<file path="config.mk">
export PLATFORM = sky130hd
export DESIGN_NAME = murmur64a_hash_stream_core_flat
export DESIGN_NICKNAME = d
export VERILOG_FILES = /design/src/rtl/mm64_pkg.sv /design/src/rtl/mm64_if.sv /design/src/rtl/mm64_queue.sv /design/src/rtl/mm64_front.sv /design/src/rtl/mm64_mul.sv /design/src/rtl/mm64_back.sv /design/src/rtl/murmur64a_hash_stream_core.sv /design/src/flat_wrapper.sv
export SDC_FILE = /design/constraint.sdc
export NUM_CORES = 2
export LEC_CHECK = 0
export BUFFER_PORTS_ARGS = -buffer_cell sky130_fd_sc_hd__clkbuf_2
export CORE_MARGIN = 4
export CORE_UTILIZATION = 32
export DETAILED_ROUTE_END_ITERATION = 16
export PLACE_DENSITY = 0.55
export SLEW_MARGIN = 40
export SYNTH_ARGS = -nofsm -noshare
export SYNTH_HDL_FRONTEND = slang
export SYNTH_HIERARCHICAL = 1
export SYNTH_SLANG_ARGS = --single-unit
</file>
<file path="constraint.sdc">
create_clock -name clk -period 24.7 [get_ports clk]
set_input_delay 4.94 -clock clk [delete_from_list [all_inputs] [get_ports clk]]
set_output_delay 4.94 -clock clk [all_outputs]
set_load 0.01 [all_outputs]
</file>
<file path="src/rtl/mm64_pkg.sv">
`timescale 1ns / 1ps

package mm64_pkg;

    // Multiply constant and shift of the MurmurHash64A mixing steps.
    localparam logic [63:0] MIX_MUL   = 64'hc6a4a7935bd1e995;
    localparam int unsigned MIX_SHIFT = 47;

    // Halves of the multiply constant for the 32x32 partial products.
    localparam logic [31:0] MIX_MUL_LO = MIX_MUL[31:0];
    localparam logic [31:0] MIX_MUL_HI = MIX_MUL[63:32];

    // Bytes in one full message word.
    localparam logic [3:0] WORD_BYTES = 4'd8;

    // Default depth of the command queue between front and back.
    localparam int unsigned QUEUE_DEPTH = 2;

    // What the back end has to do with one word.
    typedef enum logic [1:0] {
        KIND_SKIP,
        KIND_TAIL,
        KIND_FULL
    } cmd_kind_t;

    // One classified word as it travels through the queue.
    typedef struct packed {
        logic [63:0] word;
        logic [3:0]  count;
        cmd_kind_t   kind;
        logic        first;
        logic        last;
        logic [31:0] length;
    } cmd_t;

    // Request and response of the shared multiply unit.
    typedef struct packed {
        logic        start;
        logic [63:0] operand;
    } mul_req_t;

    typedef struct packed {
        logic        done;
        logic [63:0] product;
    } mul_rsp_t;

    // Steps of the multiply unit.
    typedef enum logic [2:0] {
        MUL_IDLE,
        MUL_LOLO,
        MUL_LOHI,
        MUL_HILO,
        MUL_SUM
    } mul_step_t;

    // States of the back-end sequencer.
    typedef enum logic [3:0] {
        BK_IDLE,
        BK_SEED,
        BK_BODY,
        BK_KEY1,
        BK_KEY2,
        BK_HMUL,
        BK_CHECK,
        BK_FIN,
        BK_EMIT
    } back_state_t;

    // Mask that keeps the low count bytes of a word.
    function automatic logic [63:0] tail_mask(input logic [3:0] count);
        logic [63:0] mask;
        mask = '0;
        for (int i = 0; i < 8; i++)
        begin
            if (4'(i) < count)
            begin
                mask[i*8 +: 8] = 8'hff;
            end
        end
        return mask;
    endfunction

endpackage

</file>
<file path="src/rtl/mm64_if.sv">
`timescale 1ns / 1ps

// Input word channel.
interface mm64_in_if;
    logic        valid;
    logic        ready;
    logic [63:0] data_word;
    logic [3:0]  byte_count;
    logic        first_word;
    logic        last_word;
    logic [31:0] message_length;

    modport source (
        output valid, data_word, byte_count, first_word, last_word, message_length,
        input  ready
    );
    modport sink (
        input  valid, data_word, byte_count, first_word, last_word, message_length,
        output ready
    );
endinterface

// Result channel.
interface mm64_out_if;
    logic        valid;
    logic        ready;
    logic [63:0] hash_value;
    logic        length_mismatch;

    modport source (
        output valid, hash_value, length_mismatch,
        input  ready
    );
    modport sink (
        input  valid, hash_value, length_mismatch,
        output ready
    );
endinterface

// Seed register write channel.
interface mm64_cfg_if;
    logic        valid;
    logic        ready;
    logic [63:0] hash_seed;

    modport source (
        output valid, hash_seed,
        input  ready
    );
    modport sink (
        input  valid, hash_seed,
        output ready
    );
endinterface

</file>
<file path="src/rtl/mm64_queue.sv">
`timescale 1ns / 1ps

module mm64_queue #(
    parameter int unsigned QueueDepth = mm64_pkg::QUEUE_DEPTH
) (
    input  logic            clk,
    input  logic            rst_n,
    input  logic            push,
    input  mm64_pkg::cmd_t  push_cmd,
    output logic            full,
    input  logic            pop,
    output mm64_pkg::cmd_t  head_cmd,
    output logic            empty
);

    localparam int unsigned PtrW = $clog2(QueueDepth);
    localparam int unsigned CntW = $clog2(QueueDepth + 1);
    localparam logic [PtrW-1:0] LastSlot = PtrW'(QueueDepth - 1);
    localparam logic [CntW-1:0] FullCount = CntW'(QueueDepth);

    mm64_pkg::cmd_t  slot_reg [QueueDepth];
    logic [PtrW-1:0] wr_ptr_reg;
    logic [PtrW-1:0] wr_ptr_next;
    logic [PtrW-1:0] rd_ptr_reg;
    logic [PtrW-1:0] rd_ptr_next;
    logic [CntW-1:0] count_reg;
    logic [CntW-1:0] count_next;
    logic            do_push;
    logic            do_pop;

    assign full     = (count_reg == FullCount);
    assign empty    = (count_reg == '0);
    assign head_cmd = slot_reg[rd_ptr_reg];
    assign do_push  = push && !full;
    assign do_pop   = pop && !empty;

    // Pointer and fill count updates with wrap at the last slot.
    always_comb
    begin
        wr_ptr_next = wr_ptr_reg;
        rd_ptr_next = rd_ptr_reg;
        count_next  = count_reg;
        if (do_push)
        begin
            wr_ptr_next = (wr_ptr_reg == LastSlot) ? '0 : wr_ptr_reg + PtrW'(1);
        end
        if (do_pop)
        begin
            rd_ptr_next = (rd_ptr_reg == LastSlot) ? '0 : rd_ptr_reg + PtrW'(1);
        end
        if (do_push && !do_pop)
        begin
            count_next = count_reg + CntW'(1);
        end
        else if (do_pop && !do_push)
        begin
            count_next = count_reg - CntW'(1);
        end
    end

    always_ff @(posedge clk or negedge rst_n)
    begin
        if (!rst_n)
        begin
            wr_ptr_reg <= '0;
            rd_ptr_reg <= '0;
            count_reg  <= '0;
        end
        else
        begin
            wr_ptr_reg <= wr_ptr_next;
            rd_ptr_reg <= rd_ptr_next;
            count_reg  <= count_next;
        end
    end

    // Slot storage needs no reset.
    always_ff @(posedge clk)
    begin
        if (do_push)
        begin
            slot_reg[wr_ptr_reg] <= push_cmd;
        end
    end

endmodule

</file>
<file path="src/rtl/mm64_front.sv">
`timescale 1ns / 1ps

module mm64_front (
    mm64_in_if.sink         in_chan,
    input  logic            queue_full,
    output logic            push,
    output mm64_pkg::cmd_t  push_cmd
);

    logic [3:0] count_clamped;

    // Counts above eight act as a full word.
    assign count_clamped = (in_chan.byte_count > mm64_pkg::WORD_BYTES) ?
                           mm64_pkg::WORD_BYTES : in_chan.byte_count;

    // A transaction is taken whenever the queue has room.
    assign in_chan.ready = !queue_full;
    assign push          = in_chan.valid && !queue_full;

    // Classify the word and strip the bytes past the count of a tail word.
    always_comb
    begin
        push_cmd.count  = count_clamped;
        push_cmd.first  = in_chan.first_word;
        push_cmd.last   = in_chan.last_word;
        push_cmd.length = in_chan.message_length;
        if (count_clamped == mm64_pkg::WORD_BYTES)
        begin
            push_cmd.kind = mm64_pkg::KIND_FULL;
            push_cmd.word = in_chan.data_word;
        end
        else if (count_clamped == '0)
        begin
            push_cmd.kind = mm64_pkg::KIND_SKIP;
            push_cmd.word = in_chan.data_word;
        end
        else
        begin
            push_cmd.kind = mm64_pkg::KIND_TAIL;
            push_cmd.word = in_chan.data_word & mm64_pkg::tail_mask(count_clamped);
        end
    end

endmodule

</file>
<file path="src/rtl/mm64_mul.sv">
`timescale 1ns / 1ps

module mm64_mul (
    input  logic               clk,
    input  logic               rst_n,
    input  mm64_pkg::mul_req_t req,
    output mm64_pkg::mul_rsp_t rsp
);

    mm64_pkg::mul_step_t state_reg;
    mm64_pkg::mul_step_t state_next;
    logic [63:0] operand_reg;
    logic [63:0] partial_reg;
    logic [31:0] cross_reg;
    logic [63:0] product_reg;
    logic        done_reg;
    logic [31:0] mul_a;
    logic [31:0] mul_b;
    logic [63:0] mul_p;

    // Step sequence: low by low, the two cross terms, then the final sum.
    always_comb
    begin
        case (state_reg)
            mm64_pkg::MUL_IDLE: state_next = req.start ? mm64_pkg::MUL_LOLO : mm64_pkg::MUL_IDLE;
            mm64_pkg::MUL_LOLO: state_next = mm64_pkg::MUL_LOHI;
            mm64_pkg::MUL_LOHI: state_next = mm64_pkg::MUL_HILO;
            mm64_pkg::MUL_HILO: state_next = mm64_pkg::MUL_SUM;
            mm64_pkg::MUL_SUM:  state_next = mm64_pkg::MUL_IDLE;
            default:            state_next = mm64_pkg::MUL_IDLE;
        endcase
    end

    // Operand selection for the one shared 32x32 multiplier.
    always_comb
    begin
        case (state_reg)
            mm64_pkg::MUL_LOHI:
            begin
                mul_a = operand_reg[31:0];
                mul_b = mm64_pkg::MIX_MUL_HI;
            end
            mm64_pkg::MUL_HILO:
            begin
                mul_a = operand_reg[63:32];
                mul_b = mm64_pkg::MIX_MUL_LO;
            end
            default:
            begin
                mul_a = operand_reg[31:0];
                mul_b = mm64_pkg::MIX_MUL_LO;
            end
        endcase
    end

    assign mul_p = {32'h0, mul_a} * {32'h0, mul_b};

    assign rsp.done    = done_reg;
    assign rsp.product = product_reg;

    always_ff @(posedge clk or negedge rst_n)
    begin
        if (!rst_n)
        begin
            state_reg <= mm64_pkg::MUL_IDLE;
            done_reg  <= 1'b0;
        end
        else
        begin
            state_reg <= state_next;
            done_reg  <= (state_reg == mm64_pkg::MUL_SUM);
        end
    end

    // Partial products; only the low 64 bits of the full product are kept.
    always_ff @(posedge clk)
    begin
        case (state_reg)
            mm64_pkg::MUL_IDLE:
            begin
                if (req.start)
                begin
                    operand_reg <= req.operand;
                end
            end
            mm64_pkg::MUL_LOLO: partial_reg <= mul_p;
            mm64_pkg::MUL_LOHI: cross_reg   <= mul_p[31:0];
            mm64_pkg::MUL_HILO: cross_reg   <= cross_reg + mul_p[31:0];
            mm64_pkg::MUL_SUM:  product_reg <= partial_reg + {cross_reg, 32'h0};
            default:
            begin
                operand_reg <= operand_reg;
            end
        endcase
    end

endmodule

</file>
<file path="src/rtl/mm64_back.sv">
`timescale 1ns / 1ps

module mm64_back (
    input  logic               clk,
    input  logic               rst_n,
    input  logic [63:0]        hash_seed,
    input  logic               queue_empty,
    input  mm64_pkg::cmd_t     head_cmd,
    output logic               pop,
    output mm64_pkg::mul_req_t mul_req,
    input  mm64_pkg::mul_rsp_t mul_rsp,
    mm64_out_if.source         out_chan
);

    mm64_pkg::back_state_t state_reg;
    mm64_pkg::back_state_t state_next;
    mm64_pkg::cmd_t cmd_reg;
    mm64_pkg::cmd_t cmd_next;
    logic [63:0] hash_reg;
    logic [63:0] hash_next;
    logic [31:0] expected_reg;
    logic [31:0] expected_next;
    logic [31:0] received_reg;
    logic [31:0] received_next;
    logic        out_valid_reg;
    logic        out_valid_next;
    logic [63:0] out_hash_reg;
    logic [63:0] out_hash_next;
    logic        out_mismatch_reg;
    logic        out_mismatch_next;
    logic        out_free;
    logic [63:0] prod;

    assign prod     = mul_rsp.product;
    assign out_free = !out_valid_reg || out_chan.ready;

    assign out_chan.valid           = out_valid_reg;
    assign out_chan.hash_value      = out_hash_reg;
    assign out_chan.length_mismatch = out_mismatch_reg;

    // Next state of the sequencer.
    always_comb
    begin
        state_next = state_reg;
        case (state_reg)
            mm64_pkg::BK_IDLE:
            begin
                if (!queue_empty)
                begin
                    state_next = head_cmd.first ? mm64_pkg::BK_SEED : mm64_pkg::BK_BODY;
                end
            end
            mm64_pkg::BK_SEED:
            begin
                if (mul_rsp.done)
                begin
                    state_next = mm64_pkg::BK_BODY;
                end
            end
            mm64_pkg::BK_BODY:
            begin
                case (cmd_reg.kind)
                    mm64_pkg::KIND_FULL: state_next = mm64_pkg::BK_KEY1;
                    mm64_pkg::KIND_TAIL: state_next = mm64_pkg::BK_HMUL;
                    default:             state_next = mm64_pkg::BK_CHECK;
                endcase
            end
            mm64_pkg::BK_KEY1:
            begin
                if (mul_rsp.done)
                begin
                    state_next = mm64_pkg::BK_KEY2;
                end
            end
            mm64_pkg::BK_KEY2:
            begin
                if (mul_rsp.done)
                begin
                    state_next = mm64_pkg::BK_HMUL;
                end
            end
            mm64_pkg::BK_HMUL:
            begin
                if (mul_rsp.done)
                begin
                    state_next = mm64_pkg::BK_CHECK;
                end
            end
            mm64_pkg::BK_CHECK:
            begin
                state_next = cmd_reg.last ? mm64_pkg::BK_FIN : mm64_pkg::BK_IDLE;
            end
            mm64_pkg::BK_FIN:
            begin
                if (mul_rsp.done)
                begin
                    state_next = mm64_pkg::BK_EMIT;
                end
            end
            mm64_pkg::BK_EMIT:
            begin
                if (out_free)
                begin
                    state_next = mm64_pkg::BK_IDLE;
                end
            end
            default:
            begin
                state_next = mm64_pkg::BK_IDLE;
            end
        endcase
    end

    // Datapath, multiply requests and the result register.
    always_comb
    begin
        pop               = 1'b0;
        mul_req.start     = 1'b0;
        mul_req.operand   = '0;
        cmd_next          = cmd_reg;
        hash_next         = hash_reg;
        expected_next     = expected_reg;
        received_next     = received_reg;
        out_valid_next    = out_valid_reg && !out_chan.ready;
        out_hash_next     = out_hash_reg;
        out_mismatch_next = out_mismatch_reg;
        case (state_reg)
            mm64_pkg::BK_IDLE:
            begin
                if (!queue_empty)
                begin
                    pop      = 1'b1;
                    cmd_next = head_cmd;
                    // A first word starts with length times the constant.
                    if (head_cmd.first)
                    begin
                        mul_req.start   = 1'b1;
                        mul_req.operand = {32'h0, head_cmd.length};
                    end
                end
            end
            mm64_pkg::BK_SEED:
            begin
                if (mul_rsp.done)
                begin
                    hash_next     = hash_seed ^ prod;
                    expected_next = cmd_reg.length;
                    received_next = '0;
                end
            end
            mm64_pkg::BK_BODY:
            begin
                received_next = received_reg + {28'h0, cmd_reg.count};
                case (cmd_reg.kind)
                    mm64_pkg::KIND_FULL:
                    begin
                        mul_req.start   = 1'b1;
                        mul_req.operand = cmd_reg.word;
                    end
                    mm64_pkg::KIND_TAIL:
                    begin
                        mul_req.start   = 1'b1;
                        mul_req.operand = hash_reg ^ cmd_reg.word;
                    end
                    default:
                    begin
                        mul_req.start = 1'b0;
                    end
                endcase
            end
            mm64_pkg::BK_KEY1:
            begin
                if (mul_rsp.done)
                begin
                    mul_req.start   = 1'b1;
                    mul_req.operand = prod ^ (prod >> mm64_pkg::MIX_SHIFT);
                end
            end
            mm64_pkg::BK_KEY2:
            begin
                if (mul_rsp.done)
                begin
                    mul_req.start   = 1'b1;
                    mul_req.operand = hash_reg ^ prod;
                end
            end
            mm64_pkg::BK_HMUL:
            begin
                if (mul_rsp.done)
                begin
                    hash_next = prod;
                end
            end
            mm64_pkg::BK_CHECK:
            begin
                // The running hash stays; the finalizer works on a copy.
                if (cmd_reg.last)
                begin
                    mul_req.start   = 1'b1;
                    mul_req.operand = hash_reg ^ (hash_reg >> mm64_pkg::MIX_SHIFT);
                end
            end
            mm64_pkg::BK_EMIT:
            begin
                if (out_free)
                begin
                    out_valid_next    = 1'b1;
                    out_hash_next     = prod ^ (prod >> mm64_pkg::MIX_SHIFT);
                    out_mismatch_next = (received_reg != expected_reg);
                end
            end
            default:
            begin
                pop = 1'b0;
            end
        endcase
    end

    always_ff @(posedge clk or negedge rst_n)
    begin
        if (!rst_n)
        begin
            state_reg     <= mm64_pkg::BK_IDLE;
            hash_reg      <= '0;
            expected_reg  <= '0;
            received_reg  <= '0;
            out_valid_reg <= 1'b0;
        end
        else
        begin
            state_reg     <= state_next;
            hash_reg      <= hash_next;
            expected_reg  <= expected_next;
            received_reg  <= received_next;
            out_valid_reg <= out_valid_next;
        end
    end

    // Payload registers.
    always_ff @(posedge clk)
    begin
        cmd_reg          <= cmd_next;
        out_hash_reg     <= out_hash_next;
        out_mismatch_reg <= out_mismatch_next;
    end

endmodule

</file>
<file path="src/rtl/murmur64a_hash_stream_core.sv">
`timescale 1ns / 1ps

// MurmurHash64A over a stream of little-endian 64-bit message words.
// Channels: in_chan takes one word per transaction with its byte count and
// first/last marks; the first word also carries the message length.
// out_chan gives one transaction per message, on its last word: the hash
// and a flag set when the counted bytes differ from the announced length.
// cfg_chan writes the 64-bit seed; it is always ready. The user must write
// it only while no message is in flight; the block does not enforce this.
// Datapath: every 64-bit multiply runs on one shared 32x32 multiplier in
// three partial products plus a sum. A full word runs the key, remixed-key
// and hash multiplies in the back end, a tail word only the hash multiply,
// an empty word none; a first word adds the seed multiply and a last word
// the finalizer multiply.
// A small command queue takes new words while the back end is busy.
// A stalled receiver holds the result register; the back end then waits
// before it overwrites it, and the queue fills until input ready drops.
// Reset clears the seed, the running hash, both byte counters and the queue.
module murmur64a_hash_stream_core #(
    parameter int unsigned QueueDepth = mm64_pkg::QUEUE_DEPTH
) (
    input  logic        clk,
    input  logic        rst_n,
    mm64_cfg_if.sink    cfg_chan,
    mm64_in_if.sink     in_chan,
    mm64_out_if.source  out_chan
);

    logic               push;
    mm64_pkg::cmd_t     push_cmd;
    logic               queue_full;
    logic               queue_empty;
    logic               pop;
    mm64_pkg::cmd_t     head_cmd;
    mm64_pkg::mul_req_t mul_req;
    mm64_pkg::mul_rsp_t mul_rsp;
    logic [63:0]        seed_reg;

    // Seed register write.
    assign cfg_chan.ready = 1'b1;

    always_ff @(posedge clk or negedge rst_n)
    begin
        if (!rst_n)
        begin
            seed_reg <= '0;
        end
        else if (cfg_chan.valid)
        begin
            seed_reg <= cfg_chan.hash_seed;
        end
    end

    // Front end: accept and classify words.
    mm64_front u_front (
        .in_chan    (in_chan),
        .queue_full (queue_full),
        .push       (push),
        .push_cmd   (push_cmd)
    );

    // Command queue between the two halves.
    mm64_queue #(
        .QueueDepth (QueueDepth)
    ) u_queue (
        .clk      (clk),
        .rst_n    (rst_n),
        .push     (push),
        .push_cmd (push_cmd),
        .full     (queue_full),
        .pop      (pop),
        .head_cmd (head_cmd),
        .empty    (queue_empty)
    );

    // Shared multiply by the mixing constant.
    mm64_mul u_mul (
        .clk   (clk),
        .rst_n (rst_n),
        .req   (mul_req),
        .rsp   (mul_rsp)
    );

    // Back end: hash sequencer and result register.
    mm64_back u_back (
        .clk         (clk),
        .rst_n       (rst_n),
        .hash_seed   (seed_reg),
        .queue_empty (queue_empty),
        .head_cmd    (head_cmd),
        .pop         (pop),
        .mul_req     (mul_req),
        .mul_rsp     (mul_rsp),
        .out_chan    (out_chan)
    );

endmodule

</file>
<file path="src/flat_wrapper.sv">
// flat-port wrapper written by rule: the top's interface ports become plain ports
module murmur64a_hash_stream_core_flat 
#(
    parameter int unsigned QueueDepth = mm64_pkg::QUEUE_DEPTH
)
  (clk, rst_n, cfg_chan_valid, cfg_chan_hash_seed, cfg_chan_ready, in_chan_valid, in_chan_data_word, in_chan_byte_count, in_chan_first_word, in_chan_last_word, in_chan_message_length, in_chan_ready, out_chan_valid, out_chan_hash_value, out_chan_length_mismatch, out_chan_ready);
  mm64_cfg_if cfg_chan_i ();
  mm64_in_if in_chan_i ();
  mm64_out_if out_chan_i ();
  input  logic clk;
  input  logic rst_n;
  input wire logic [$bits(cfg_chan_i.valid)-1:0] cfg_chan_valid;
  input wire logic [$bits(cfg_chan_i.hash_seed)-1:0] cfg_chan_hash_seed;
  output wire logic [$bits(cfg_chan_i.ready)-1:0] cfg_chan_ready;
  input wire logic [$bits(in_chan_i.valid)-1:0] in_chan_valid;
  input wire logic [$bits(in_chan_i.data_word)-1:0] in_chan_data_word;
  input wire logic [$bits(in_chan_i.byte_count)-1:0] in_chan_byte_count;
  input wire logic [$bits(in_chan_i.first_word)-1:0] in_chan_first_word;
  input wire logic [$bits(in_chan_i.last_word)-1:0] in_chan_last_word;
  input wire logic [$bits(in_chan_i.message_length)-1:0] in_chan_message_length;
  output wire logic [$bits(in_chan_i.ready)-1:0] in_chan_ready;
  output wire logic [$bits(out_chan_i.valid)-1:0] out_chan_valid;
  output wire logic [$bits(out_chan_i.hash_value)-1:0] out_chan_hash_value;
  output wire logic [$bits(out_chan_i.length_mismatch)-1:0] out_chan_length_mismatch;
  input wire logic [$bits(out_chan_i.ready)-1:0] out_chan_ready;
  assign cfg_chan_i.valid = cfg_chan_valid;
  assign cfg_chan_i.hash_seed = cfg_chan_hash_seed;
  assign cfg_chan_ready = cfg_chan_i.ready;
  assign in_chan_i.valid = in_chan_valid;
  assign in_chan_i.data_word = in_chan_data_word;
  assign in_chan_i.byte_count = in_chan_byte_count;
  assign in_chan_i.first_word = in_chan_first_word;
  assign in_chan_i.last_word = in_chan_last_word;
  assign in_chan_i.message_length = in_chan_message_length;
  assign in_chan_ready = in_chan_i.ready;
  assign out_chan_valid = out_chan_i.valid;
  assign out_chan_hash_value = out_chan_i.hash_value;
  assign out_chan_length_mismatch = out_chan_i.length_mismatch;
  assign out_chan_i.ready = out_chan_ready;
  murmur64a_hash_stream_core #(.QueueDepth(QueueDepth)) u_core (.clk(clk), .rst_n(rst_n), .cfg_chan(cfg_chan_i), .in_chan(in_chan_i), .out_chan(out_chan_i));
endmodule
</file>
==> impl_metrics.py <==
metrics = {
    "floorplanning": {
        "rows": 161,
        "io_pins": 239,
        "start_util_pct": 32.21,
        "die_area_sq_mm": 0.2010,
        "die_h_um": 448.3,
        "dieWidth_um": 448.3,
        "core_sq_mm": 0.1926,
    },
    "clock_network": {
        "holdBufCountCts": 0,
        "cts_tree": "yes",
        "clk_pin_slew_worst_paths_ps": 70,
        "cts_root_buf": "clkbuf_16",
        "post_cts_buffers": 0,
        "clk_path_buf_depth": 3,
        "h-tree-depth": 3,
        "cts_resized": 0,
        "worst_skew_pair.late_latency_ps": 670,
        "clkSinkCount": 805,
        "cts_buffers": 80,
    },
    "synthesis": {
        "synth_common_cells": "inv_1 (849), fa_1 (613), edfxtp_1 (600)",
        "synth-seq-cells": 805,
        "ys_warn_count": 6,
        "synth.largest_area_cell": "edfxtp_1",
        "synth_top_area_share_pct": 29.05,
        "synthFlopType": "edfxtp_1",
        "yosysSeqAreaShare_pct": 37.31,
        "async_flop_share_pct": 25.47,
        "syn_area_per_cell_sq_um": 11.33,
        "synth_cell_types": 103,
        "synth_most_common_cell": "inv_1",
        "synthTopCellsByArea": "edfxtp_1 (29%), fa_1 (20%), ha_1 (9.6%), dfrtp_1 (8.3%), inv_1 (5.1%)",
        "synth-edff-count": 600,
        "syn_area_sq_mm": 0.06203,
        "synth_cells": 5473,
    },
    "placed_design": {
        "portBuffers": 237,
        "gp_congestion": 0.9598,
        "dp_hpwl_mm": 163.2,
        "dp.cells": 8037,
    },
    "timing": {
        "min_period_ps": 12460,
        "max_freq_ghz": 0.08023,
        "period_share_pct": 50.46,
        "relSlewSlack_pct": 42.92,
        "slew_viol_final": 0,
        "hold_slack_ps": 418.7,
        "rsz0062_at_grt": "no",
        "finalSetupViolations": 0,
        "worst-slew-pin-transition_ps": 856.3,
        "skew_ps": 32.42,
        "hold_viol_final": 0,
        "tns_ps": 0,
    },
    "worst_hold_path": {
        "hold_path.class": "register to register",
        "hold_start": "u_core/u_mul/partial_reg[12]",
        "hold_end": "u_core/u_mul/product_reg[12]",
        "worstHoldPathCells": 0,
    },
    "setup_path": {
        "path_class": "register to register",
        "startpoint_type": "register",
        "worstPathRequired_ps": 25080,
        "critical-path-slowest-cell": "mux2i_1",
        "worstPathArrival_ps": 12840,
        "rr_startpoint": "u_core/u_mul/state_reg[1]",
        "reg2regPathDepth": 37,
        "cpPeakStageDelay_ps": 680,
        "cp_max_fo": 64,
        "rrSetupSlack_ps": 12240,
        "endpoint_kind": "register",
        "r2r_end": "u_core/u_mul/cross_reg[30]",
    },
    "layout": {
        "regArea_sq_mm": 0.02315,
        "multi_input_area_sq_mm": 0.03441,
        "drive_above_1_share_pct": 12.26,
        "syn_to_final_growth_pct": 10.38,
        "fin_cells": 8190,
        "finalNetCount": 6857,
        "fill_cells": 19101,
        "largest_register_ffs": 208,
    },
    "detailed_routing": {
        "drt_iter0_drc": 3354,
        "drtPass1Iterations": 5,
        "dr_wl_met3_mm": 13.18,
        "postRouteAntennaNets": 0,
        "routed.top_layer": "met5",
        "vias_per_cell": 5.093,
        "avgRoutedWirePerCell_um": 24.85,
        "wirelength_mm": 203.5,
        "met1_length_mm": 87.83,
        "route.met2.wl_mm": 94.66,
        "vias": 41715,
        "drc_errors": 0,
    },
    "run": {
        "maxCapViolCount": 0,
    },
    "status": {
        "status": "complete, no violations",
    },
    "grt": {
        "grt_use_total_pct": 20.14,
        "grt_max_degree": 96,
        "grt_pass1_wl_mm": 295.0,
        "antenna_found_initial": 10,
        "grt_pass1_vias": 42492,
        "grt-ovfl-total": 0,
    },
}
worst max-delay path by stage:
stage,start,endpoint,depth (start not counted)
6_report,u_core/u_mul/state_reg[1],u_core/u_mul/cross_reg[30],37
5_1_grt,u_core/u_mul/state_reg[1],u_core/u_mul/cross_reg[31],39
4_1_cts,u_core/u_mul/state_reg[1],u_core/u_mul/cross_reg[30],37
3_5_place_dp,u_core/u_mul/state_reg[1],u_core/u_mul/cross_reg[30],37
3_3_place_gp,u_core/u_mul/state_reg[1],u_core/u_mul/cross_reg[30],37
2_1_floorplan,u_core/u_back/state_reg[3],u_core/u_mul/state_reg[0],10
layer usage:
layer / vias to the layer above / global-route usage (%)
li1: 18630 / -
met1: 21416 / 27.65
met2: 1422 / 32.37
met3: 245 / 3.309
met4: 2 / 6.824
met5: - / 0
cell type report:
class                   instances  area share (%)
flip-flops and latches        805           33.81
multi-input cells            3557           50.26
well taps                    2526           4.616
repair buffers                299           2.540
diodes                          2        0.007310
clock inverters                38          0.6652
clock buffers                 111           3.426
inverters                     852           4.671
cell usage in the layout, fill, tap and decap left out, drive strengths merged, types with 126 or more instances in the layout:
cell,count
a21oi,224
clkbuf,346
dfrtp,205
edfxtp,600
fa,613
ha,478
inv,852
mux2,173
nand2,455
nor2,239
o21ai,294
xnor2,126
critical path: cells and delay by family, from the launching register on:
kind / cells / cell delay [ps]
AND/OR/NAND/NOR: 4 / 850
multiplexers: 1 / 680
flip-flops: 1 / 470
adder cells (fa/ha/maj): 10 / 4490
AO/OA/AOI/OAI: 10 / 2120
XOR/XNOR: 2 / 470
buffers and inverters: 10 / 3000
metrics by stage:
step / instance area [sq um] / worst slack, ps / util [%]
after CTS: 68390 / 12160 / 35.51
final: 68470 / 12240 / 35.55
after floorplan: 62040 / 4565 / -
after detailed placement: 65590 / 12180 / 34.06
after global routing: 68460 / 11630 / 35.55
after global placement: 65500 / 12240 / 34.01
cell families (layout without fill, tap and decap cells):
group                      count (synthesis)  count (layout)  share of synthesized area, %
DFF                                      805             805                         37.31
adders and majority gates               1091            1091                         29.42
muxes                                    205             205                         4.343
AOI/OAI and AO/OA                        943             943                         9.762
buffers and inverters                   1114            1300                         7.532
other                                      3               8                       0.01815
and+or+nand+nor                         1061            1061                         8.062
xor gates and xnor gates                 251             251                         3.544
Power is not shown: default switching activity piles up to over one toggle a cycle in this logic, so the estimate is an artifact.
